==> config.mk <==
export PLATFORM = sky130hd
export DESIGN_NAME = bu2x_queue
export DESIGN_NICKNAME = d
export VERILOG_FILES = /design/src/rtl/core/assert_macros.svh /design/src/rtl/core/bu2x_pkg.sv /design/src/rtl/core/bu2x_queue.sv
export SDC_FILE = /design/constraint.sdc
export NUM_CORES = 1
export LEC_CHECK = 0
export BUFFER_PORTS_ARGS = -buffer_cell sky130_fd_sc_hd__buf_2
export CORE_AREA = 4 4 41 43
export CTS_CLUSTER_SIZE = 30
export DETAILED_ROUTE_END_ITERATION = 16
export DIE_AREA = 0 0 45 47
export GPL_TIMING_DRIVEN = 0
export PLACE_DENSITY = 0.37
export SETUP_SLACK_MARGIN = 0.5
export SYNTH_ARGS = -nofsm -noshare
export SYNTH_HDL_FRONTEND = slang
export SYNTH_SLANG_ARGS = --single-unit
==> constraint.sdc <==
create_clock -name clk -period 1.2 [get_ports clk]
set_input_delay 0.12 -clock clk [delete_from_list [all_inputs] [get_ports clk]]
set_output_delay 0.12 -clock clk [all_outputs]
set_load 0.01 [all_outputs]
==> src/rtl/core/assert_macros.svh <==
// assertion helpers for the rtl
`ifndef ASSERT_MACROS_SVH
`define ASSERT_MACROS_SVH

// same-cycle implication, quiet during reset
`define ASSERT_IMPLIES(label, clk, rst, ante, cons) \
  label: assert property (@(posedge clk) disable iff (rst) (ante) |-> (cons)) \
    else $error("implication check failed");

// next-cycle implication, quiet during reset
`define ASSERT_NEXT(label, clk, rst, ante, cons) \
  label: assert property (@(posedge clk) disable iff (rst) (ante) |=> (cons)) \
    else $error("next-cycle check failed");

`endif

==> src/rtl/core/bu2x_pkg.sv <==
package bu2x_pkg;

  // defaults for the top level parameters
  localparam int DEF_MAX_COARSE_WIDTH = 512;
  localparam int DEF_SAMPLE_BITS      = 32;

  // fixed grid limits and field widths
  localparam int MAX_COARSE_HEIGHT = 512;
  localparam int ROW_BITS          = $clog2(MAX_COARSE_HEIGHT);
  localparam int COARSE_DIM_BITS   = 10;
  localparam int FINE_IDX_BITS     = 10;
  localparam int COARSE_DIM_RESET  = 259;

  // configuration register map
  localparam int CFG_INDEX_BITS = 2;
  localparam logic [CFG_INDEX_BITS-1:0] REG_COARSE_WIDTH  = 2'd0;
  localparam logic [CFG_INDEX_BITS-1:0] REG_COARSE_HEIGHT = 2'd1;

  // depth of the queue between front and back
  localparam int QUEUE_DEPTH = 2;

  // position and flags of one queued request
  typedef struct packed {
    logic [FINE_IDX_BITS-1:0] fine_row;
    logic [FINE_IDX_BITS-1:0] fine_col;
    logic                     end_of_grid;
  } job_hdr_t;

endpackage

==> src/rtl/core/bu2x_queue.sv <==
module bu2x_queue #(
  parameter int DATA_BITS = 1
) (
  input  logic                 clk,
  input  logic                 rst,
  input  logic                 wr_en,
  input  logic [DATA_BITS-1:0] wr_data,
  output logic                 q_full,
  input  logic                 rd_en,
  output logic [DATA_BITS-1:0] rd_data,
  output logic                 q_empty
);
  import bu2x_pkg::*;

  localparam int PW = (QUEUE_DEPTH > 1) ? $clog2(QUEUE_DEPTH) : 1;
  localparam int CW = $clog2(QUEUE_DEPTH + 1);

  logic [DATA_BITS-1:0] slots [QUEUE_DEPTH];
  logic [PW-1:0]        wr_ptr;
  logic [PW-1:0]        rd_ptr;
  logic [CW-1:0]        count;

  assign q_full  = (count == CW'(QUEUE_DEPTH));
  assign q_empty = (count == '0);
  assign rd_data = slots[rd_ptr];

  // pointers and fill level
  always_ff @(posedge clk) begin
    if (rst) begin
      wr_ptr <= '0;
      rd_ptr <= '0;
      count  <= '0;
    end else begin
      if (wr_en) begin
        wr_ptr <= (wr_ptr == PW'(QUEUE_DEPTH - 1)) ? '0 : wr_ptr + 1'b1;
      end
      if (rd_en) begin
        rd_ptr <= (rd_ptr == PW'(QUEUE_DEPTH - 1)) ? '0 : rd_ptr + 1'b1;
      end
      if (wr_en && !rd_en) begin
        count <= count + 1'b1;
      end else if (rd_en && !wr_en) begin
        count <= count - 1'b1;
      end
    end
  end

  // slot storage
  always_ff @(posedge clk) begin
    if (wr_en) begin
      slots[wr_ptr] <= wr_data;
    end
  end

endmodule

==> out/qor.yml <==
die_w_um: 45
r2r_cells: 3
start_kind: "flip-flop"
drt_first_iter_violations: 1
num-fill-cells: 145
fp.dieH_um: 47
vias: 208
layoutNonFillerInstCount: 51
setup_slack_ps: 70.8
root_buffer: "clkbuf_4"
ir_drop_uv: 450
ys_seq_area_share_pct: 57.4
drt_first_pass_iters: 2
p_leak_nw: 0.172
dp_cells: 47
grt-ovfl-total: 0
clk_latency_ps: 250
synth.distinct_cells: 14
dieArea_mm2: 0.00212
tns_ps: 0
grtUsageTotal_pct: 5.89
initial_core_util_pct: 21.4
syn_inst: 25
crit_path_end_kind: "primary output"
fin_area_um2: 415
status: "completed"
maxSlewHeadroom_pct: 86.4
n_antenna_cell: 0
synth_nets: 31
post_dp_cell_area_um2: 352
post_route_cells_drive_above_1_share_pct: 58.3
yosysWarnings: 0
synth_edf_count: 2
min_period_ps: 1130
synth_area_um2: 279
clk_path_buf_depth: 2
yosysTopAreaCellShare_pct: 35.9
io_pins: 8
hp-class: "input port to flip-flop"
vias_per_cell: 4.08
required_ps: 1080
ys_seq_elements: 7
skew_ps: 0.109
async_flop_share_pct: 0
drc: 0
antenna_found_initial: 0
gp_congestion: 0.725
avgSynthCellArea_um2: 11.2
fmax_ghz: 0.886
tightest_slew_ps: 202
drv_cap: 0
rsz0062_at_grt: "yes"
cts_made_buffers: 3
wl_per_cell_um: 10.7
critPathKind: "flip-flop to primary output"
final_nets: 43
setup-violations-final: 0
clock-sinks: 7
finalPower_mw: 0.645
core_area_mm2: 0.00130
grt_pass1_wl_um: 759
synth_ff_type: "dfxtp_1"
cp_max_fo: 1
path_clk_slew_ps: 50
io_buffers: 7
maxSlewViolCount: 0
cts_tree: "yes"
ant_nets: 0
finalHoldViolCount: 0
routed_wl_um: 544
grt_max_degree: 6
synth_top_area_cell: "dfxtp_1"
synth_commonest_cells: "dfxtp_1 (5), nor2_1 (5), edfxtp_1 (2), xnor2_1 (2), xor2_1 (2)"
syn2layout_area_growth_pct: 48.9
holdPathStages: 1
power_density_mw_per_mm2: 1550
synth_area_leaders: "dfxtp_1 (36%), edfxtp_1 (22%), nor2_1 (6.7%)"
dp_slack_ps: 128
grt_pass1_vias: 211
timing.final.crit_share_pct: 94.1
fp-row-count: 13
h-tree-depth: 1
crit_arrival_ps: 1010
critical path, cell delays in order (launching register included):
cell	delay, ps
edfxtp_1	360
mux2_4	280
buf_6	120
what timing repair did:
| item | 4_1_cts | 5_1_grt |
|---|---|---|
| endpoints found under the setup margin | 6 | 6 |
| hold buffers | 0 | 0 |
| pin swaps | 0 | 3 |
| resized for setup | 3 | 6 |
| setup buffers | 0 | 0 |
path summary, 6_finish.rpt:
kind / end / slack [ps] / from
worst max-delay path: rd_data / 70 / slots[0]
worst max register to register: count[1] / 120 / count[0]
worst min register to register: count[1] / 520 / count[1]
worst min-delay path: slots[1] / 50 / wr_data
through the flow:
step | utilization (%) | hold WS [ps]
6_report | 31.9 | 54.7
2_1_floorplan | - | 185
4_1_cts | 30.1 | 52.3
5_1_grt | 31.9 | 43.7
3_5_place_dp | 27.0 | 318
3_3_place_gp | 27.0 | 310
cell usage in the layout, fill, tap and decap left out, drive strengths merged:
| master | netlist | final |
|---|---|---|
| a21oi | 1 | 1 |
| and2 | 1 | 1 |
| and2b | 1 | 1 |
| buf | 0 | 7 |
| clkbuf | 0 | 4 |
| dfxtp | 5 | 5 |
| edfxtp | 2 | 2 |
| ha | 1 | 1 |
| inv | 1 | 1 |
| mux2 | 1 | 1 |
| nor2 | 5 | 5 |
| nor2b | 1 | 1 |
| o21ai | 1 | 1 |
| or3 | 1 | 1 |
| xnor2 | 2 | 2 |
| xor2 | 2 | 2 |
layer usage:
layer	vias up	track usage (%)	part of all wire (%)	wire (um)
met5	-	0	0	0
met4	0	8.77	3.1	17
met3	2	3.45	5.3	29
met2	5	8.47	56	305
met1	99	4.64	35	192
li1	102	-	-	-
power by group:
group / total, mW / switching (mW) / internal [mW] / leakage (nW)
clock network: 0.220 / 0.0923 / 0.127 / 0.0150
registers: 0.296 / 0.0225 / 0.273 / 0.0616
logic: 0.130 / 0.0534 / 0.0768 / 0.0953
total: 0.645 / 0.168 / 0.477 / 0.172
kinds of logic after synthesis:
logic type | synth area share, %
xor gates and xnor gates | 12.6
muxes | 4.04
adders and majority gates | 4.48
and+or+nand+nor | 16.6
DFF | 57.4
AOI/OAI and AO/OA | 3.58
buffers and inverters | 1.34
cell type report:
type / instances / area [um2] / area share, %
Tap cell: 15 / 18.8 / 4.52
Timing Repair Buffer: 7 / 47.5 / 11.4
Inverter: 1 / 3.75 / 0.904
Multi-Input combinational cell: 17 / 153 / 36.7
Sequential cell: 7 / 166 / 40.1
Clock buffer: 4 / 26.3 / 6.33
No activity file was read; power rests on OpenSTA's default activity.
