--- config.mk ---
export PLATFORM = sky130hd
export DESIGN_NAME = bu2x_front
export DESIGN_NICKNAME = d
export VERILOG_FILES = /design/src/rtl/core/assert_macros.svh /design/src/rtl/core/bu2x_pkg.sv /design/src/rtl/core/bu2x_front.sv
export SDC_FILE = /design/constraint.sdc
export NUM_CORES = 1
export LEC_CHECK = 0
export BUFFER_PORTS_ARGS = -buffer_cell sky130_fd_sc_hd__buf_2
export CAP_MARGIN = 20
export CORE_MARGIN = 3
export CORE_UTILIZATION = 51
export CTS_BUF_LIST = sky130_fd_sc_hd__clkbuf_8
export CTS_CLUSTER_SIZE = 8
export DETAILED_ROUTE_END_ITERATION = 10
export HOLD_SLACK_MARGIN = 0.1
export PLACE_DENSITY = 0.79
export SLEW_MARGIN = 20
export SYNTH_ARGS = -nofsm -noshare
export SYNTH_HDL_FRONTEND = slang
export SYNTH_SLANG_ARGS = --single-unit
--- constraint.sdc ---
create_clock -name clk -period 2 [get_ports clk]
set_input_delay 0.2 -clock clk [delete_from_list [all_inputs] [get_ports clk]]
set_output_delay 0.2 -clock clk [all_outputs]
set_load 0.02 [all_outputs]
--- src/rtl/core/assert_macros.svh ---
// assertion helpers for the rtl
`ifndef ASSERT_MACROS_SVH
`define ASSERT_MACROS_SVH

// same-cycle implication, quiet during reset
`define ASSERT_IMPLIES(label, clk, rst, ante, cons) \
  label: assert property (@(posedge clk) disable iff (rst) (ante) |-> (cons)) \
    else $error("implication check failed");

// next-cycle implication, quiet during reset
`define ASSERT_NEXT(label, clk, rst, ante, cons) \
  label: assert property (@(posedge clk) disable iff (rst) (ante) |=> (cons)) \
    else $error("next-cycle check failed");

`endif

--- src/rtl/core/bu2x_pkg.sv ---
package bu2x_pkg;

  // defaults for the top level parameters
  localparam int DEF_MAX_COARSE_WIDTH = 512;
  localparam int DEF_SAMPLE_BITS      = 32;

  // fixed grid limits and field widths
  localparam int MAX_COARSE_HEIGHT = 512;
  localparam int ROW_BITS          = $clog2(MAX_COARSE_HEIGHT);
  localparam int COARSE_DIM_BITS   = 10;
  localparam int FINE_IDX_BITS     = 10;
  localparam int COARSE_DIM_RESET  = 259;

  // configuration register map
  localparam int CFG_INDEX_BITS = 2;
  localparam logic [CFG_INDEX_BITS-1:0] REG_COARSE_WIDTH  = 2'd0;
  localparam logic [CFG_INDEX_BITS-1:0] REG_COARSE_HEIGHT = 2'd1;

  // depth of the queue between front and back
  localparam int QUEUE_DEPTH = 2;

  // position and flags of one queued request
  typedef struct packed {
    logic [FINE_IDX_BITS-1:0] fine_row;
    logic [FINE_IDX_BITS-1:0] fine_col;
    logic                     end_of_grid;
  } job_hdr_t;

endpackage

--- src/rtl/core/bu2x_front.sv ---
module bu2x_front #(
  parameter int MAX_COARSE_WIDTH = bu2x_pkg::DEF_MAX_COARSE_WIDTH,
  parameter int SAMPLE_BITS      = bu2x_pkg::DEF_SAMPLE_BITS,
  parameter int DATA_BITS        = 1
) (
  input  logic                                   clk,
  input  logic                                   rst,
  input  logic                                   cfg_valid,
  input  logic [bu2x_pkg::CFG_INDEX_BITS-1:0]    cfg_index,
  input  logic [bu2x_pkg::COARSE_DIM_BITS-1:0]   cfg_data,
  input  logic                                   push,
  output logic                                   full,
  input  logic signed [SAMPLE_BITS-1:0]          edited_sample,
  input  logic signed [SAMPLE_BITS-1:0]          base_sample,
  output logic                                   q_push,
  output logic [DATA_BITS-1:0]                   q_data,
  input  logic                                   q_full
);
  import bu2x_pkg::*;

  localparam int XW = $clog2(MAX_COARSE_WIDTH);
  localparam int SW = SAMPLE_BITS + 1;
  localparam int RESET_W = (COARSE_DIM_RESET > MAX_COARSE_WIDTH) ?
                           MAX_COARSE_WIDTH : COARSE_DIM_RESET;
  localparam int RESET_H = (COARSE_DIM_RESET > MAX_COARSE_HEIGHT) ?
                           MAX_COARSE_HEIGHT : COARSE_DIM_RESET;

  // grid geometry and position
  logic [XW-1:0]       col_last;
  logic [XW-1:0]       col_last_next;
  logic [ROW_BITS-1:0] row_last;
  logic [ROW_BITS-1:0] row_last_next;
  logic [XW-1:0]       col;
  logic [ROW_BITS-1:0] row;

  // line store and neighbor registers
  logic [2*SAMPLE_BITS-1:0] line_store [MAX_COARSE_WIDTH];
  logic [2*SAMPLE_BITS-1:0] up_q;
  logic [2*SAMPLE_BITS-1:0] left_q;
  logic [2*SAMPLE_BITS-1:0] upleft_q;

  // classify stage
  logic                     s1_valid;
  logic                     s1_emit;
  logic [2*SAMPLE_BITS-1:0] s1_cur;
  job_hdr_t                 s1_hdr;
  logic                     s1_adv;
  logic                     accept;
  logic [XW:0]              col_dbl;

  // per-channel partial sums
  logic signed [SAMPLE_BITS-1:0] cur_e, cur_b, up_e, up_b;
  logic signed [SAMPLE_BITS-1:0] left_e, left_b, ul_e, ul_b;
  logic signed [SW-1:0] vert_e, vert_b, hor_e, hor_b, diag_e, diag_b;

  // handshake between input, classify stage and queue
  assign full   = s1_valid && s1_emit && q_full;
  assign accept = push && !full;
  assign s1_adv = s1_valid && !(s1_emit && q_full);
  assign q_push = s1_valid && s1_emit && !q_full;

  // clamp of the written width
  always_comb begin
    if (cfg_data < 10'd2) begin
      col_last_next = XW'(1);
    end else if (32'(cfg_data) > 32'(MAX_COARSE_WIDTH)) begin
      col_last_next = XW'(MAX_COARSE_WIDTH - 1);
    end else begin
      col_last_next = XW'(cfg_data - 10'd1);
    end
  end

  // clamp of the written height
  always_comb begin
    if (cfg_data < 10'd2) begin
      row_last_next = ROW_BITS'(1);
    end else if (32'(cfg_data) > 32'(MAX_COARSE_HEIGHT)) begin
      row_last_next = ROW_BITS'(MAX_COARSE_HEIGHT - 1);
    end else begin
      row_last_next = ROW_BITS'(cfg_data - 10'd1);
    end
  end

  // geometry registers and raster counters, a width or height write restarts the grid
  always_ff @(posedge clk) begin
    if (rst) begin
      col_last <= XW'(RESET_W - 1);
      row_last <= ROW_BITS'(RESET_H - 1);
      col      <= '0;
      row      <= '0;
    end else if (cfg_valid) begin
      case (cfg_index)
        REG_COARSE_WIDTH: begin
          col_last <= col_last_next;
          col      <= '0;
          row      <= '0;
        end
        REG_COARSE_HEIGHT: begin
          row_last <= row_last_next;
          col      <= '0;
          row      <= '0;
        end
        default: begin
        end
      endcase
    end else if (accept) begin
      if (col == col_last) begin
        col <= '0;
        row <= (row == row_last) ? '0 : row + 1'b1;
      end else begin
        col <= col + 1'b1;
      end
    end
  end

  // line store, read before write at the same column
  always_ff @(posedge clk) begin
    if (accept) begin
      up_q             <= line_store[col];
      line_store[col]  <= {edited_sample, base_sample};
    end
  end

  assign col_dbl = {col, 1'b0} - {{(XW-1){1'b0}}, 2'b10};

  // classify stage valid
  always_ff @(posedge clk) begin
    if (rst) begin
      s1_valid <= 1'b0;
    end else if (accept) begin
      s1_valid <= 1'b1;
    end else if (s1_adv) begin
      s1_valid <= 1'b0;
    end
  end

  // classify stage payload
  always_ff @(posedge clk) begin
    if (accept) begin
      s1_emit              <= (col != '0) && (row != '0);
      s1_cur               <= {edited_sample, base_sample};
      s1_hdr.fine_row      <= {row, 1'b0} - 10'd2;
      s1_hdr.fine_col      <= FINE_IDX_BITS'(col_dbl);
      s1_hdr.end_of_grid   <= (col == col_last) && (row == row_last);
    end
  end

  // left and upper-left neighbors follow the request order
  always_ff @(posedge clk) begin
    if (s1_adv) begin
      left_q   <= s1_cur;
      upleft_q <= up_q;
    end
  end

  // pair sums handed to the back
  always_comb begin
    cur_e  = s1_cur[2*SAMPLE_BITS-1:SAMPLE_BITS];
    cur_b  = s1_cur[SAMPLE_BITS-1:0];
    up_e   = up_q[2*SAMPLE_BITS-1:SAMPLE_BITS];
    up_b   = up_q[SAMPLE_BITS-1:0];
    left_e = left_q[2*SAMPLE_BITS-1:SAMPLE_BITS];
    left_b = left_q[SAMPLE_BITS-1:0];
    ul_e   = upleft_q[2*SAMPLE_BITS-1:SAMPLE_BITS];
    ul_b   = upleft_q[SAMPLE_BITS-1:0];
    vert_e = SW'(up_e) + SW'(cur_e);
    vert_b = SW'(up_b) + SW'(cur_b);
    hor_e  = SW'(left_e) + SW'(cur_e);
    hor_b  = SW'(left_b) + SW'(cur_b);
    diag_e = SW'(ul_e) + SW'(left_e);
    diag_b = SW'(ul_b) + SW'(left_b);
  end

  assign q_data = {s1_hdr, diag_e, vert_e, hor_e, cur_e, diag_b, vert_b, hor_b, cur_b};

endmodule

==> impl_results.md <==
* Port buffer count at 20
* EDFF count, synth at 2
* Vias in the first global route at 1860
* Initial antenna violation count at 0
* Post-synthesis register bit count at 39
* Req. time, crit path at 2190 ps
* Rel. slew slack at 61.5%
* H-tree levels at 2
* CTS tree: built
* Max rail drop VDD at 0.000295 V
* Fmax at 541 MHz
* Crit path buf inv count at 0
* Place WS at 101 ps
* Slowest CP cell: dfxtp_1
* Nature of the critical path endpoint: register
* Gp weighted congestion at 0.837
* Pwr Density at 655 nW/um2
* Most frequent cells in the layout: 37 x dfxtp_1, 33 x nand2_1, 32 x nor2_1
* Drt initial violations at 126
* Placement Rows at 23
* Yosys cell types at 51
* Yosys warnings at 0
* Pin count of the biggest net entering global routing at 26
* Final #Nets at 402
* Placement Cell Area at 2490 um2
* Final hold violations at 0
* Die width at 72.9 um
* Fraction of layout cells with a size suffix above 1 at 17.4%
* Pre-Repair DR Iteration Count at 4
* Design area at 2630 um2
* Root Driver: clkbuf_8
* Setup ws final at 151 ps
* Die area at 5320 um2
* Core occupancy in the finished layout at 63.4%
* Core footprint at 4140 um2
* Crit path cell chain: xnor2_1 -> nand4_1 -> o31ai_2 -> a21oi_2 -> a221o_1
* Setup violators final at 0
* Die height at 72.9 um
* WP data arrival at 2040 ps
* GRT Residual Overflow at 0
* Clock latency on the worst-skew pair at 290 ps
* Detailed-placement wirelength estimate at 3810 um
* Worst Tran Pin Value at 575 ps
* Ys async rst share at 0%
* Initial core utilization at 55.1%
* Final hold slack at 170 ps
* Via count at 2121
* Synth Instances at 286
* Worst-path maximum fanout at 8
* Syn Nets at 372
* Tightest Hold Check Type: primary input to register
* Max-Cap Viols at 0
* Minimum clock period at 1850 ps
* Pins Over Slew Limit at 0
* Antenna viol nets, final at 0
* Syn avg cell area at 7.98 um2
* Final Cycle Share at 92.4%
* CP Class: register to register
* CP max stage delay at 470 ps
* CP top delay family: compound AO/OA/AOI/OAI gates
* Total GRT Usage at 20.2%
* CTS Buf Count at 5
* Status: finished, final reports clean
* Reg clk slew, reported paths at 80 ps
* Num ports at 84
* Worst clock skew at 3.70 ps
* CTS sink cnt at 39
* First-pass GRT wire length at 8380 um
* Top FF cell, synth: dfxtp_1
* Max clock buf depth at 2
* Static Leak at 0.00104 uW
* Syn Std Cell Area at 2280 um2
* Most common cell after layout, fill and taps aside: dfxtp_1
* Drt wl/cell at 14.1 um
* Area added between synthesis and finish at 15.0%
* Setup crit start kind: register
* # DRC at 0
* Antenna diodes at 0
* Post-synthesis sequential area ratio at 35.1%
* Routed via count divided by cell count at 5.78
* Final WL at 5180 um
[timing repair]
item                                    4_1_cts  5_1_grt
hold buffers                                  1        0
endpoints found under the setup margin        0        8
setup buffers                                 0        0
endpoints found under the hold margin         1        0
gates resized for setup                       0        2
[through the flow]
stage	std cells	total power, uW	TNS (ps)
2_1_floorplan	286	974	0
3_3_place_gp	358	1040	0
3_5_place_dp	358	1050	0
4_1_cts	367	1730	0
5_1_grt	367	1790	-23.7
6_report	367	1720	0
[routing by layer]
layer	up-vias	wire (um)	track usage [%]
li1	1088	-	-
met1	961	2410	26.2
met2	62	2350	32.4
met3	10	298	3.86
met4	0	121	9.63
met5	-	0	0
[registers in the layout, indices dropped and copies added (netlist names)]
name and flops:
col 9, col_last 9, row 9, row_last 9
s1_cur 1, s1_emit 1, s1_valid 1
[where the power goes]
| group | total [uW] | switching (uW) | internal (uW) |
|---|---|---|---|
| clock | 681 | 278 | 404 |
| combinational | 214 | 129 | 85.0 |
| sequential | 824 | 16.9 | 807 |
| total | 1720 | 424 | 1300 |
[path summary, 6_finish.rpt]
kind | start | end | slack (ps) | depth (start not counted)
hold reg to reg | row_last[3] | row_last[3] | 480 | 2
setup / recovery | col[4] | row[8] | 150 | 5
setup reg to reg | col[4] | row[8] | 150 | 5
hold / removal | push | s1_valid | 170 | 3
[cell usage after synthesis (3+ instances only)]
master     n  area share, %
a211oi_1   6            2.0
a21oi_1   12            2.6
a22oi_1    3           0.99
nor2b_1    3           0.82
xnor2_1   11            4.2
nor4_1     3           0.82
nand2_1   33            5.4
inv_1     12            2.0
clkbuf_1   5           0.82
nor3_1    13            2.8
o31ai_1    4            1.3
nor2_1    32            5.3
and3_1     8            2.2
a31oi_1    9            2.5
ha_1       5            2.7
or3_1      3           0.82
dfxtp_1   37             32
nand3_1   17            3.7
nand3b_1   4            1.3
xor2_1    10            3.8
o21ai_0    9            2.0
or2_2      5            1.4
buf_2      3           0.66
a221o_1    7            3.1
[final cells by class]
class	instances	area [um2]
tap	50	62.6
fill	371	1520
timing repair buffer	35	215
inverter	12	45.0
sequential	39	801
clock buffer	6	82.6
clock inverter	2	35.0
multi-input combinational	223	1390
[cells by family after synthesis]
| logic type | count (synthesis) | share of synthesized area, % |
|---|---|---|
| and+or+nand+nor | 137 | 30.8 |
| AOI/OAI and AO/OA | 58 | 17.7 |
| DFF | 39 | 35.1 |
| buffers and inverters | 24 | 4.66 |
| xor gates and xnor gates | 21 | 8.05 |
| adders and majority gates | 5 | 2.74 |
| muxes | 2 | 0.931 |
[worst min-delay path, cell delays in order]
cell     delay (ps)
buf_2           120
inv_1            50
a21oi_1          50
Power figures use the tool's default switching activity.
