`src/rtl/core/assert_macros.svh`:
```
// assertion helpers for the rtl
`ifndef ASSERT_MACROS_SVH
`define ASSERT_MACROS_SVH

// same-cycle implication, quiet during reset
`define ASSERT_IMPLIES(label, clk, rst, ante, cons) \
  label: assert property (@(posedge clk) disable iff (rst) (ante) |-> (cons)) \
    else $error("implication check failed");

// next-cycle implication, quiet during reset
`define ASSERT_NEXT(label, clk, rst, ante, cons) \
  label: assert property (@(posedge clk) disable iff (rst) (ante) |=> (cons)) \
    else $error("next-cycle check failed");

`endif

```
`src/rtl/core/bu2x_pkg.sv`:
```
package bu2x_pkg;

  // defaults for the top level parameters
  localparam int DEF_MAX_COARSE_WIDTH = 512;
  localparam int DEF_SAMPLE_BITS      = 32;

  // fixed grid limits and field widths
  localparam int MAX_COARSE_HEIGHT = 512;
  localparam int ROW_BITS          = $clog2(MAX_COARSE_HEIGHT);
  localparam int COARSE_DIM_BITS   = 10;
  localparam int FINE_IDX_BITS     = 10;
  localparam int COARSE_DIM_RESET  = 259;

  // configuration register map
  localparam int CFG_INDEX_BITS = 2;
  localparam logic [CFG_INDEX_BITS-1:0] REG_COARSE_WIDTH  = 2'd0;
  localparam logic [CFG_INDEX_BITS-1:0] REG_COARSE_HEIGHT = 2'd1;

  // depth of the queue between front and back
  localparam int QUEUE_DEPTH = 2;

  // position and flags of one queued request
  typedef struct packed {
    logic [FINE_IDX_BITS-1:0] fine_row;
    logic [FINE_IDX_BITS-1:0] fine_col;
    logic                     end_of_grid;
  } job_hdr_t;

endpackage

```
`src/rtl/core/bu2x_back.sv`:
```
module bu2x_back #(
  parameter int SAMPLE_BITS = bu2x_pkg::DEF_SAMPLE_BITS,
  parameter int DATA_BITS   = 1
) (
  input  logic                                  clk,
  input  logic                                  rst,
  input  logic [DATA_BITS-1:0]                  q_data,
  input  logic                                  q_empty,
  output logic                                  q_pop,
  output logic                                  empty,
  input  logic                                  pop,
  output logic [bu2x_pkg::FINE_IDX_BITS-1:0]    fine_row,
  output logic [bu2x_pkg::FINE_IDX_BITS-1:0]    fine_col,
  output logic signed [SAMPLE_BITS+1:0]         edited_out,
  output logic signed [SAMPLE_BITS+1:0]         base_out,
  output logic                                  last_of_run,
  output logic                                  end_of_grid
);
  import bu2x_pkg::*;

  localparam int SW       = SAMPLE_BITS + 1;
  localparam int OW       = SAMPLE_BITS + 2;
  localparam int CH       = 3 * SW + SAMPLE_BITS;
  localparam int HDR_BITS = $bits(job_hdr_t);

  // which of the four fine samples is produced
  localparam logic [1:0] PH_QUAD = 2'd0;
  localparam logic [1:0] PH_VERT = 2'd1;
  localparam logic [1:0] PH_HORZ = 2'd2;
  localparam logic [1:0] PH_COPY = 2'd3;

  logic [1:0]           phase;
  logic                 out_valid;
  logic                 go;
  job_hdr_t             hdr;
  logic [CH-1:0]        ch_e;
  logic [CH-1:0]        ch_b;
  logic                 odd_row;
  logic                 odd_col;

  // one fine sample of one channel
  function automatic logic signed [OW-1:0] fine_value(input logic [CH-1:0] ch,
                                                       input logic [1:0] ph);
    logic signed [SW-1:0]          diag;
    logic signed [SW-1:0]          vert;
    logic signed [SW-1:0]          hor;
    logic signed [SAMPLE_BITS-1:0] cur;
    logic signed [OW-1:0]          res;
    diag = ch[CH-1 -: SW];
    vert = ch[CH-1-SW -: SW];
    hor  = ch[CH-1-2*SW -: SW];
    cur  = ch[SAMPLE_BITS-1:0];
    case (ph)
      PH_QUAD: res = OW'(diag) + OW'(vert);
      PH_VERT: res = {vert, 1'b0};
      PH_HORZ: res = {hor, 1'b0};
      PH_COPY: res = {cur, 2'b00};
      default: res = '0;
    endcase
    return res;
  endfunction

  assign hdr  = job_hdr_t'(q_data[DATA_BITS-1 -: HDR_BITS]);
  assign ch_e = q_data[2*CH-1:CH];
  assign ch_b = q_data[CH-1:0];

  assign empty   = !out_valid;
  assign go      = !q_empty && (!out_valid || pop);
  assign q_pop   = go && (phase == PH_COPY);
  assign odd_row = (phase == PH_HORZ) || (phase == PH_COPY);
  assign odd_col = (phase == PH_VERT) || (phase == PH_COPY);

  // phase sequencer and output valid
  always_ff @(posedge clk) begin
    if (rst) begin
      phase     <= PH_QUAD;
      out_valid <= 1'b0;
    end else begin
      if (go) begin
        phase <= (phase == PH_COPY) ? PH_QUAD : phase + 2'd1;
      end
      if (go) begin
        out_valid <= 1'b1;
      end else if (pop) begin
        out_valid <= 1'b0;
      end
    end
  end

  // output register
  always_ff @(posedge clk) begin
    if (go) begin
      fine_row    <= odd_row ? {hdr.fine_row[FINE_IDX_BITS-1:1], 1'b1} : hdr.fine_row;
      fine_col    <= odd_col ? {hdr.fine_col[FINE_IDX_BITS-1:1], 1'b1} : hdr.fine_col;
      edited_out  <= fine_value(ch_e, phase);
      base_out    <= fine_value(ch_b, phase);
      last_of_run <= (phase == PH_COPY);
      end_of_grid <= (phase == PH_COPY) && hdr.end_of_grid;
    end
  end

endmodule

```
`config.mk`:
```
export PLATFORM = sky130hd
export DESIGN_NAME = bu2x_back
export DESIGN_NICKNAME = d
export VERILOG_FILES = /design/src/rtl/core/assert_macros.svh /design/src/rtl/core/bu2x_pkg.sv /design/src/rtl/core/bu2x_back.sv
export SDC_FILE = /design/constraint.sdc
export NUM_CORES = 1
export LEC_CHECK = 0
export ABC_AREA = 0
export BUFFER_PORTS_ARGS = -buffer_cell sky130_fd_sc_hd__buf_4
export CAP_MARGIN = 20
export CORE_MARGIN = 2
export CORE_UTILIZATION = 34
export DETAILED_ROUTE_END_ITERATION = 10
export PLACE_DENSITY = 0.8
export SETUP_SLACK_MARGIN = 0.15
export SYNTH_ARGS = -nofsm -noshare
export SYNTH_HDL_FRONTEND = slang
export SYNTH_SLANG_ARGS = --single-unit
export TNS_END_PERCENT = 50
```
`constraint.sdc`:
```
create_clock -name clk -period 1.5 [get_ports clk]
set_clock_uncertainty 0.15 [all_clocks]
set_input_delay 0.075 -clock clk [delete_from_list [all_inputs] [get_ports clk]]
set_output_delay 0.075 -clock clk [all_outputs]
set_load 0.02 [all_outputs]
```
==> results.toml, run 1 <==
[global_routing]
gr-usage-all-layers_pct = 4.58
antenna_found_initial = 0
grt_max_degree = 7
grt_pass1_vias = 190
grt_pass1_wl_um = 841
grt-ovfl-total = 0

[synthesis]
synth-seq-cells = 5
synth_top_family_by_area = "buffers and inverters"
syn_area_per_cell_um2 = 8.11
synth.area.mux_share_pct = 0
netlist_area_um2 = 876
synth_fa_ha_area_share_pct = 1.43
ys_warn_count = 0
synthCells = 108
ys_types = 14
synth-xor-area-share_pct = 0
synthSimpleGateAreaFrac_pct = 5.29
synth-compound-area-share_pct = 2.86
ys_seq_area_share_pct = 13.7

[critical_path]
crit_path_start = "out_valid$_SDFFE_PP0P_"
cp.required_ps = 1540
r2r_slack_ps = 160
crit_path_start_kind = "register"
path_class = "reg -> reg"
critPathMaxFanout = 3
r2r_end = "phase[0]$_SDFFE_PP0P_"
cp.arrival_ps = 1370
reg2reg_depth = 4
r2r-start = "out_valid$_SDFFE_PP0P_"
end_kind = "register"

[floorplanning]
io-pin-count = 97
die_y_um = 54.8
initial_core_util_pct = 35.7
num_rows = 18
die-width_um = 54.8
die_area_um2 = 3000
design.core.area_um2 = 2450

[power]
max-vdd-ir-drop_mv = 0.390
p_leak_uw = 0.000448
power_density_nw_per_um2 = 780

[cts]
cts-htree-levels = 1
clkSlewWorstSetupHoldPaths_ps = 50
cts_buffer_depth = 2
clk-insertion-delay-late_ps = 250
numCtsBuffers = 3
cts.sinks = 5
cts_tree = "yes"
clockRootBuffer = "clkbuf_4"

[min_path]
worstHoldStart = "q_empty"
hp-class = "in -> reg"
min_to = "phase[1]$_SDFFE_PP0P_"
holdPathStages = 3

[place]
hpwl_um = 745
io_buffers = 9
gp_congestion = 0.609

[finish]
layout.nets = 131
final_common_cell = "conb_1"
multiInputGateArea_um2 = 428
mostFrequentLayoutCells = "conb_1, buf_4, dlygate4sd3_1"
antenna_cells = 0
nFillCells = 288
drive_above_1_share_pct = 16.1
regArea_um2 = 121
syn2layout_area_growth_pct = -15.1

[route]
antenna_left = 0
dr.first_iter.drc_count = 3
avgViaCountPerCell = 2.73
routed_wl_um = 894
drc = 0
drtPass1Iterations = 4
num_vias = 421
avgRoutedWirePerCell_um = 5.81

[sta]
grt_setup_unrepaired = "true"
timing.hold.ws_ps = 13.9
final-max-slew-violation-count = 0
setup_viol = 0
max_freq_ghz = 0.748
hold_viol = 0
fin_crit_ps = 1340
period_share_pct = 89.1
tns_ps = 0

[status]
status = "completed"

[job]
cap_violations = 0
## synth_stat cells
cell type	number	area share, %
nand3b_1	1	0.86
or4_1	1	0.86
edfxtp_1	2	6.9
or2b_1	1	0.86
o21ai_0	2	1.1
inv_1	1	0.43
dfxtp_1	3	6.9
conb_1	2	0.86
buf_4	88	75
ha_1	1	1.4
nor2_1	1	0.43
and2_1	1	0.71
a21oi_1	3	1.7
nor2b_4	1	1.6
## stage by stage
stage	cells	total power (µW)	util [%]	cell area, µm²	setup slack [ps]
after detailed placement	144	394	26.0	639	173
after global placement	144	392	26.0	639	198
after CTS	151	567	28.3	696	151
final	154	580	30.3	743	163
after floorplan	193	546	-	1190	225
after global routing	154	628	30.3	743	126
## flip-flops by register name, summed over array words and instances, names as in the netlist
signal	cells
phase	2
base_out	1
last_of_run	1
out_valid	1
## what timing repair did
action                                 in CTS  in global routing
hold buffers                                2                  2
cloned                                      0                  0
setup endpoints to repair                   1                  2
pin swaps                                   0                  1
endpoints found under the hold margin       4                  1
gates resized for setup                     1                  6
buffers inserted                            1                  1
## worst max path at each step
stage | depth (start not counted) | slack [ps] | end
4_1_cts | 4 | 150 | q_pop
3_3_place_gp | 3 | 200 | phase[0]$_SDFFE_PP0P_
3_5_place_dp | 3 | 170 | phase[0]$_SDFFE_PP0P_
6_report | 4 | 160 | phase[0]$_SDFFE_PP0P_
2_1_floorplan | 3 | 230 | phase[0]$_SDFFE_PP0P_
5_1_grt | 4 | 130 | phase[0]$_SDFFE_PP0P_
## cell type report
class,instances,area share (%)
clock buffers,4,3.54
repair buffers,15,17.0
flip-flops and latches,5,16.3
inverters,1,0.505
well taps,30,5.05
multi-input cells,99,57.6
## where the power goes
group | leakage, µW | switching [µW] | internal, µW
sequential | 0.0000449 | 4.68 | 151
combinational | 0.000388 | 221 | 38.6
clock | 0.0000150 | 62.7 | 101
## worst max-delay path: stages (launching register included)
cell and delay (ps):
dfxtp_2 320, nor2b_4 130, buf_4 130, or4_4 410, a21oi_2 140
## per-layer routing
layer	routed length, µm	up-vias	part of all wire [%]	global-route usage [%]
met5	0	-	0	0
met4	0	0	0	1.25
met3	217	0	24	6.01
met2	460	52	51	6.35
met1	215	181	24	3.92
li1	-	188	-	-
## logic make-up after synthesis
logic type / Yosys count
buffers and inverters: 89
AO/OA/AOI/OAI: 5
other: 2
flip-flops: 5
AND/OR/NAND/NOR: 6
adder cells (fa/ha/maj): 1
(Power assumes the default switching activity.)
==> run 2: changes to the inputs <==
HOLD_SLACK_MARGIN = 0.02   (was unset)
==> run 2 against run 1 <==
The flow now finishes with violations (negative hold slack). Clock power hardly changed. Hold slack worse by 110 ps. Die area stayed put. Cell count is 1.3% lower. Cell area is 2.7% lower. Non-clock buffer count is 2 lower. Wire length is 2.9% lower. Sequential share of layout area is 0.45 points higher. Via count is 3.1% lower. First-iteration DRC count stayed put. Critical path type unchanged. Largest cell class unchanged.
==> results.toml, run 2 (synthesis gave the netlist of run 1 again) <==
[place]
hpwl_um = 745
dpl_cell_area_um2 = 639
gp_congestion = 0.609
pre_cts_slack_ps = 173
io_buffers = 9

[cts]
clockRootBuffer = "clkbuf_4"
numCtsBuffers = 3
clkSlewWorstSetupHoldPaths_ps = 50
cts-htree-levels = 1
cts.sinks = 5
cts_tree = "yes"
ctsHoldBuffers = 2
clk-insertion-delay-late_ps = 240
cts_buffer_depth = 2

[sta]
max_freq_ghz = 0.750
period_share_pct = 88.9
worst_slack_ps = 167
timing.hold.ws_ps = -92.7
hold_viol = 1
setup_viol = 0
grt_setup_unrepaired = "true"
final-max-slew-violation-count = 0
fin_crit_ps = 1330
tns_ps = 0

[critical_path]
r2r-start = "phase[0]$_SDFFE_PP0P_"
cp.arrival_ps = 1360
end_kind = "register"
crit_path_start_kind = "register"
r2r_slack_ps = 170
reg2reg_depth = 3
crit_chain = "ha_2, or4_4, a21oi_2"
cp.required_ps = 1530
critPathMaxFanout = 3
cp_top_family = "simple AND/OR/NAND/NOR gates"
crit_slowest_cell = "or4_4"
r2r_end = "phase[0]$_SDFFE_PP0P_"
worst-path-buf-inv = 0
path_class = "reg -> reg"
critPathMaxStageDelay_ps = 480

[floorplanning]
design.core.area_um2 = 2450
die-width_um = 54.8
num_rows = 18
die_area_um2 = 3000
initial_core_util_pct = 35.7
die_y_um = 54.8
io-pin-count = 97

[status]
violations = "negative hold slack"
status = "finished, violations left"

[route]
drc = 0
avgViaCountPerCell = 2.68
routed_wl_um = 868
antenna_left = 0
num_vias = 408
avgRoutedWirePerCell_um = 5.71
drtPass1Iterations = 3
dr.first_iter.drc_count = 3

[finish]
largest_reg_flops = 2
antenna_cells = 0
fin_util_pct = 29.5
fin_area_um2 = 723
top_register = "phase"
syn2layout_area_growth_pct = -17.4
mostFrequentLayoutCells = "conb_1, buf_4, clkbuf_4"
final_common_cell = "conb_1"
drive_above_1_share_pct = 16.4
layout.nets = 129

[global_routing]
grt_pass1_vias = 189
antenna_found_initial = 0
grt-ovfl-total = 0
gr-usage-all-layers_pct = 4.58
grt_pass1_wl_um = 848
grt_max_degree = 7

[min_path]
min_to = "out_valid$_SDFFE_PP0P_"
holdPathStages = 2
hp-class = "in -> reg"
worstHoldStart = "q_empty"

[power]
p_leak_uw = 0.000440
max-vdd-ir-drop_mv = 0.578
power_density_nw_per_um2 = 792

[job]
cap_violations = 0
## run 2: changes by cell type in the layout (fill, tap and decap cells not counted)
cell	previous run	this run
dlygate4sd3_1	4	2
## run 2: layer usage
layer / up-vias / track usage [%] / routed length, µm
li1: 185 / - / -
met5: - / 0 / 0
met4: 0 / 1.25 / 0
met3: 0 / 6.01 / 204
met1: 173 / 4.08 / 229
met2: 50 / 6.15 / 435
## run 2: how the worst max path moves through the flow
stage | startpoint | slack (ps) | end | cells past startpoint
5_1_grt | out_valid$_SDFFE_PP0P_ | 130 | phase[0]$_SDFFE_PP0P_ | 4
4_1_cts | out_valid$_SDFFE_PP0P_ | 150 | q_pop | 4
3_3_place_gp | phase[0]$_SDFFE_PP0P_ | 200 | phase[0]$_SDFFE_PP0P_ | 3
3_5_place_dp | phase[0]$_SDFFE_PP0P_ | 170 | phase[0]$_SDFFE_PP0P_ | 3
2_1_floorplan | phase[0]$_SDFFE_PP0P_ | 230 | phase[0]$_SDFFE_PP0P_ | 3
6_report | phase[0]$_SDFFE_PP0P_ | 170 | phase[0]$_SDFFE_PP0P_ | 3
## run 2: final cells by class
| type | count | area (µm²) |
|---|---|---|
| clock buffer | 4 | 26.3 |
| fill | 289 | 1730 |
| inverter | 1 | 3.75 |
| multi-input combinational | 99 | 428 |
| sequential | 5 | 121 |
| tap | 30 | 37.5 |
| timing repair buffer | 13 | 106 |
## run 2: power by group
part	switching, µW	internal (µW)
registers	4.51	151
logic	221	35.2
clock network	59.7	101
total	285	288
## run 2: repair_timing
action,4_1_cts,5_1_grt
setup buffers,1,1
pin swaps,0,1
endpoints found under the setup margin,1,2
endpoints found under the hold margin,6,4
resized for setup,1,6
## run 2: metrics by stage
step           total power [µW]  instances  hold WS (ps)
2_1_floorplan               546        193         -5.93
3_3_place_gp                392        144           104
3_5_place_dp                394        144           106
4_1_cts                     567        151          -107
5_1_grt                     620        152          -100
6_report                    572        152         -92.7
==> run 3: changes to the inputs <==
CORE_UTILIZATION = 37   (was 34)
PLACE_DENSITY = 0.86   (was 0.8)
clock period = 1.6 ns   (was 1.5 ns; I/O delays follow)
==> run 3 against run 2 <==
The flow now finishes without violations. Largest cell class unchanged. Sequential share of layout area grew 0.24 points. Largest power group unchanged. Utilization grew 2.1 points. Clock-buffer cell count is the same. Clock power shrank 11%. Global-route usage shrank 0.085 points. Critical path depth grew 1. Register-to-register slack gained 90 ps. Via count grew 0.49%. Power shrank 8.8%. Hold slack gained 100 ps.
==> results.toml, run 3 (synthesis gave the netlist of run 1 again) <==
[critical_path]
worst-path-buf-inv = 2
critPathMaxFanout = 4
cp.arrival_ps = 1430
crit_chain = "buf_4, dlygate4sd3_1, or4_1, a21oi_1"
crit_slowest_cell = "dlygate4sd3_1"
end_kind = "register"
crit_end = "phase[0]$_SDFFE_PP0P_"
reg2reg_depth = 3
r2r_slack_ps = 260
r2r-start = "phase[0]$_SDFFE_PP0P_"
r2r_end = "phase[0]$_SDFFE_PP0P_"
crit_path_start = "q_empty"
cp_top_family = "buffers and inverters"
cp.required_ps = 1620
crit_path_start_kind = "primary input"
path_class = "in -> reg"
critPathMaxStageDelay_ps = 590
worst-path-stages = 4

[route]
avgRoutedWirePerCell_um = 5.54
avgViaCountPerCell = 2.73
drc = 0
drtPass1Iterations = 1
antenna_left = 0
routed_wl_um = 831
dr.first_iter.drc_count = 0
num_vias = 410

[cts]
numCtsBuffers = 3
ctsHoldBuffers = 4
cts_buffer_depth = 2
cts-htree-levels = 1
clockRootBuffer = "clkbuf_4"
cts_tree = "yes"
clkSlewWorstSetupHoldPaths_ps = 40
cts.sinks = 5
clk-insertion-delay-late_ps = 240
post-cts-setup-buffers = 0

[global_routing]
busiest_layer = "met2"
grt_max_degree = 5
grt_pass1_vias = 197
met3_usage_pct = 4.29
antenna_found_initial = 0
use_met2_pct = 6.46
grt_pass1_wl_um = 821
grt-ovfl-total = 0
grt_use_met1_pct = 4.10
gr-usage-all-layers_pct = 4.49

[min_path]
hp-class = "in -> reg"
holdPathStages = 2

[place]
hpwl_um = 738
dpl_cell_area_um2 = 637
gp_congestion = 0.618
io_buffers = 9

[floorplanning]
design.core.area_um2 = 2230
die-width_um = 52.7
io-pin-count = 97
die_area_um2 = 2770
num_rows = 17
initial_core_util_pct = 39.2
die_y_um = 52.7

[sta]
period_share_pct = 87.6
setup_viol = 0
final-max-slew-violation-count = 0
tns_ps = 0
max_freq_ghz = 0.713
hold_viol = 0
fin_crit_ps = 1400
grt_setup_unrepaired = "false"

[job]
cap_violations = 0

[power]
combPwrFrac_pct = 44.7
internal_power_uw = 265
clkPwrFrac_pct = 27.3
max-vdd-ir-drop_mv = 0.427
power_density_nw_per_um2 = 740
switchingPower_uw = 257
p_leak_uw = 0.000438
pwr-share-seq_pct = 28.0
p_sw_share_pct = 49.2

[finish]
layout.nets = 129
syn2layout_area_growth_pct = -19.4
top_register = "phase"
antenna_cells = 0
final_common_cell = "conb_1"
drive_above_1_share_pct = 11.5
nFillCells = 262
fin_area_um2 = 706
largest_reg_flops = 2
mostFrequentLayoutCells = "conb_1, buf_4, dlygate4sd3_1"

[status]
status = "completed"
## run 3: cell types whose count changed in the layout (fill, tap and decap cells not counted), sizes merged
cell	before	now
buf	11	9
dlygate4sd3	2	4
## run 3: how the worst min path moves through the flow
stage | slack (ps) | from | to
3_5_place_dp | 110 | rst | out_valid$_SDFFE_PP0P_
6_report | 10 | q_empty | last_of_run$_DFFE_PP_
3_3_place_gp | 110 | rst | out_valid$_SDFFE_PP0P_
4_1_cts | 20 | q_empty | base_out[2]$_DFFE_PP_
5_1_grt | 10 | q_empty | base_out[2]$_DFFE_PP_
2_1_floorplan | -0.9 | rst | out_valid$_SDFFE_PP0P_
## run 3: layout make-up
| cell class | count | area (µm²) | share of cell area [%] |
|---|---|---|---|
| sequential | 5 | 120 | 17.0 |
| clock buffer | 4 | 26.3 | 3.72 |
| multi-input combinational | 99 | 413 | 58.5 |
| timing repair buffer | 13 | 108 | 15.2 |
| inverter | 1 | 3.75 | 0.532 |
| tap | 28 | 35.0 | 4.96 |
## run 3: power by group through the flow
| stage | clock [µW] | combinational [µW] | sequential, µW |
|---|---|---|---|
| final | 143 | 233 | 146 |
| after global routing | 163 | 252 | 147 |
| after CTS | 152 | 229 | 146 |
| after detailed placement | 0 | 221 | 148 |
| after global placement | 0 | 219 | 148 |
| after floorplan | 0 | 361 | 151 |
## run 3: per-layer routing
| layer | share of wire (%) | routed length [µm] |
|---|---|---|
| met3 | 21 | 176 |
| met5 | 0 | 0 |
| met1 | 30 | 250 |
| met4 | 0 | 0 |
| met2 | 49 | 404 |
## run 3: metrics by stage
stage	cells	power, µW	worst slack (ps)	utilization, %	hold WS, ps
floorplan	193	512	325	-	-0.934
global placement	142	367	272	28.5	109
detailed placement	142	369	266	28.5	111
CTS	150	527	175	31.5	20.6
global route	150	562	156	31.6	13.7
finish	150	522	198	31.6	9.76
## run 3: timing repair
action / 4_1_cts / 5_1_grt
resized for setup: 0 / 1
setup endpoints to repair: 0 / 1
hold endpoints to repair: 4 / 2
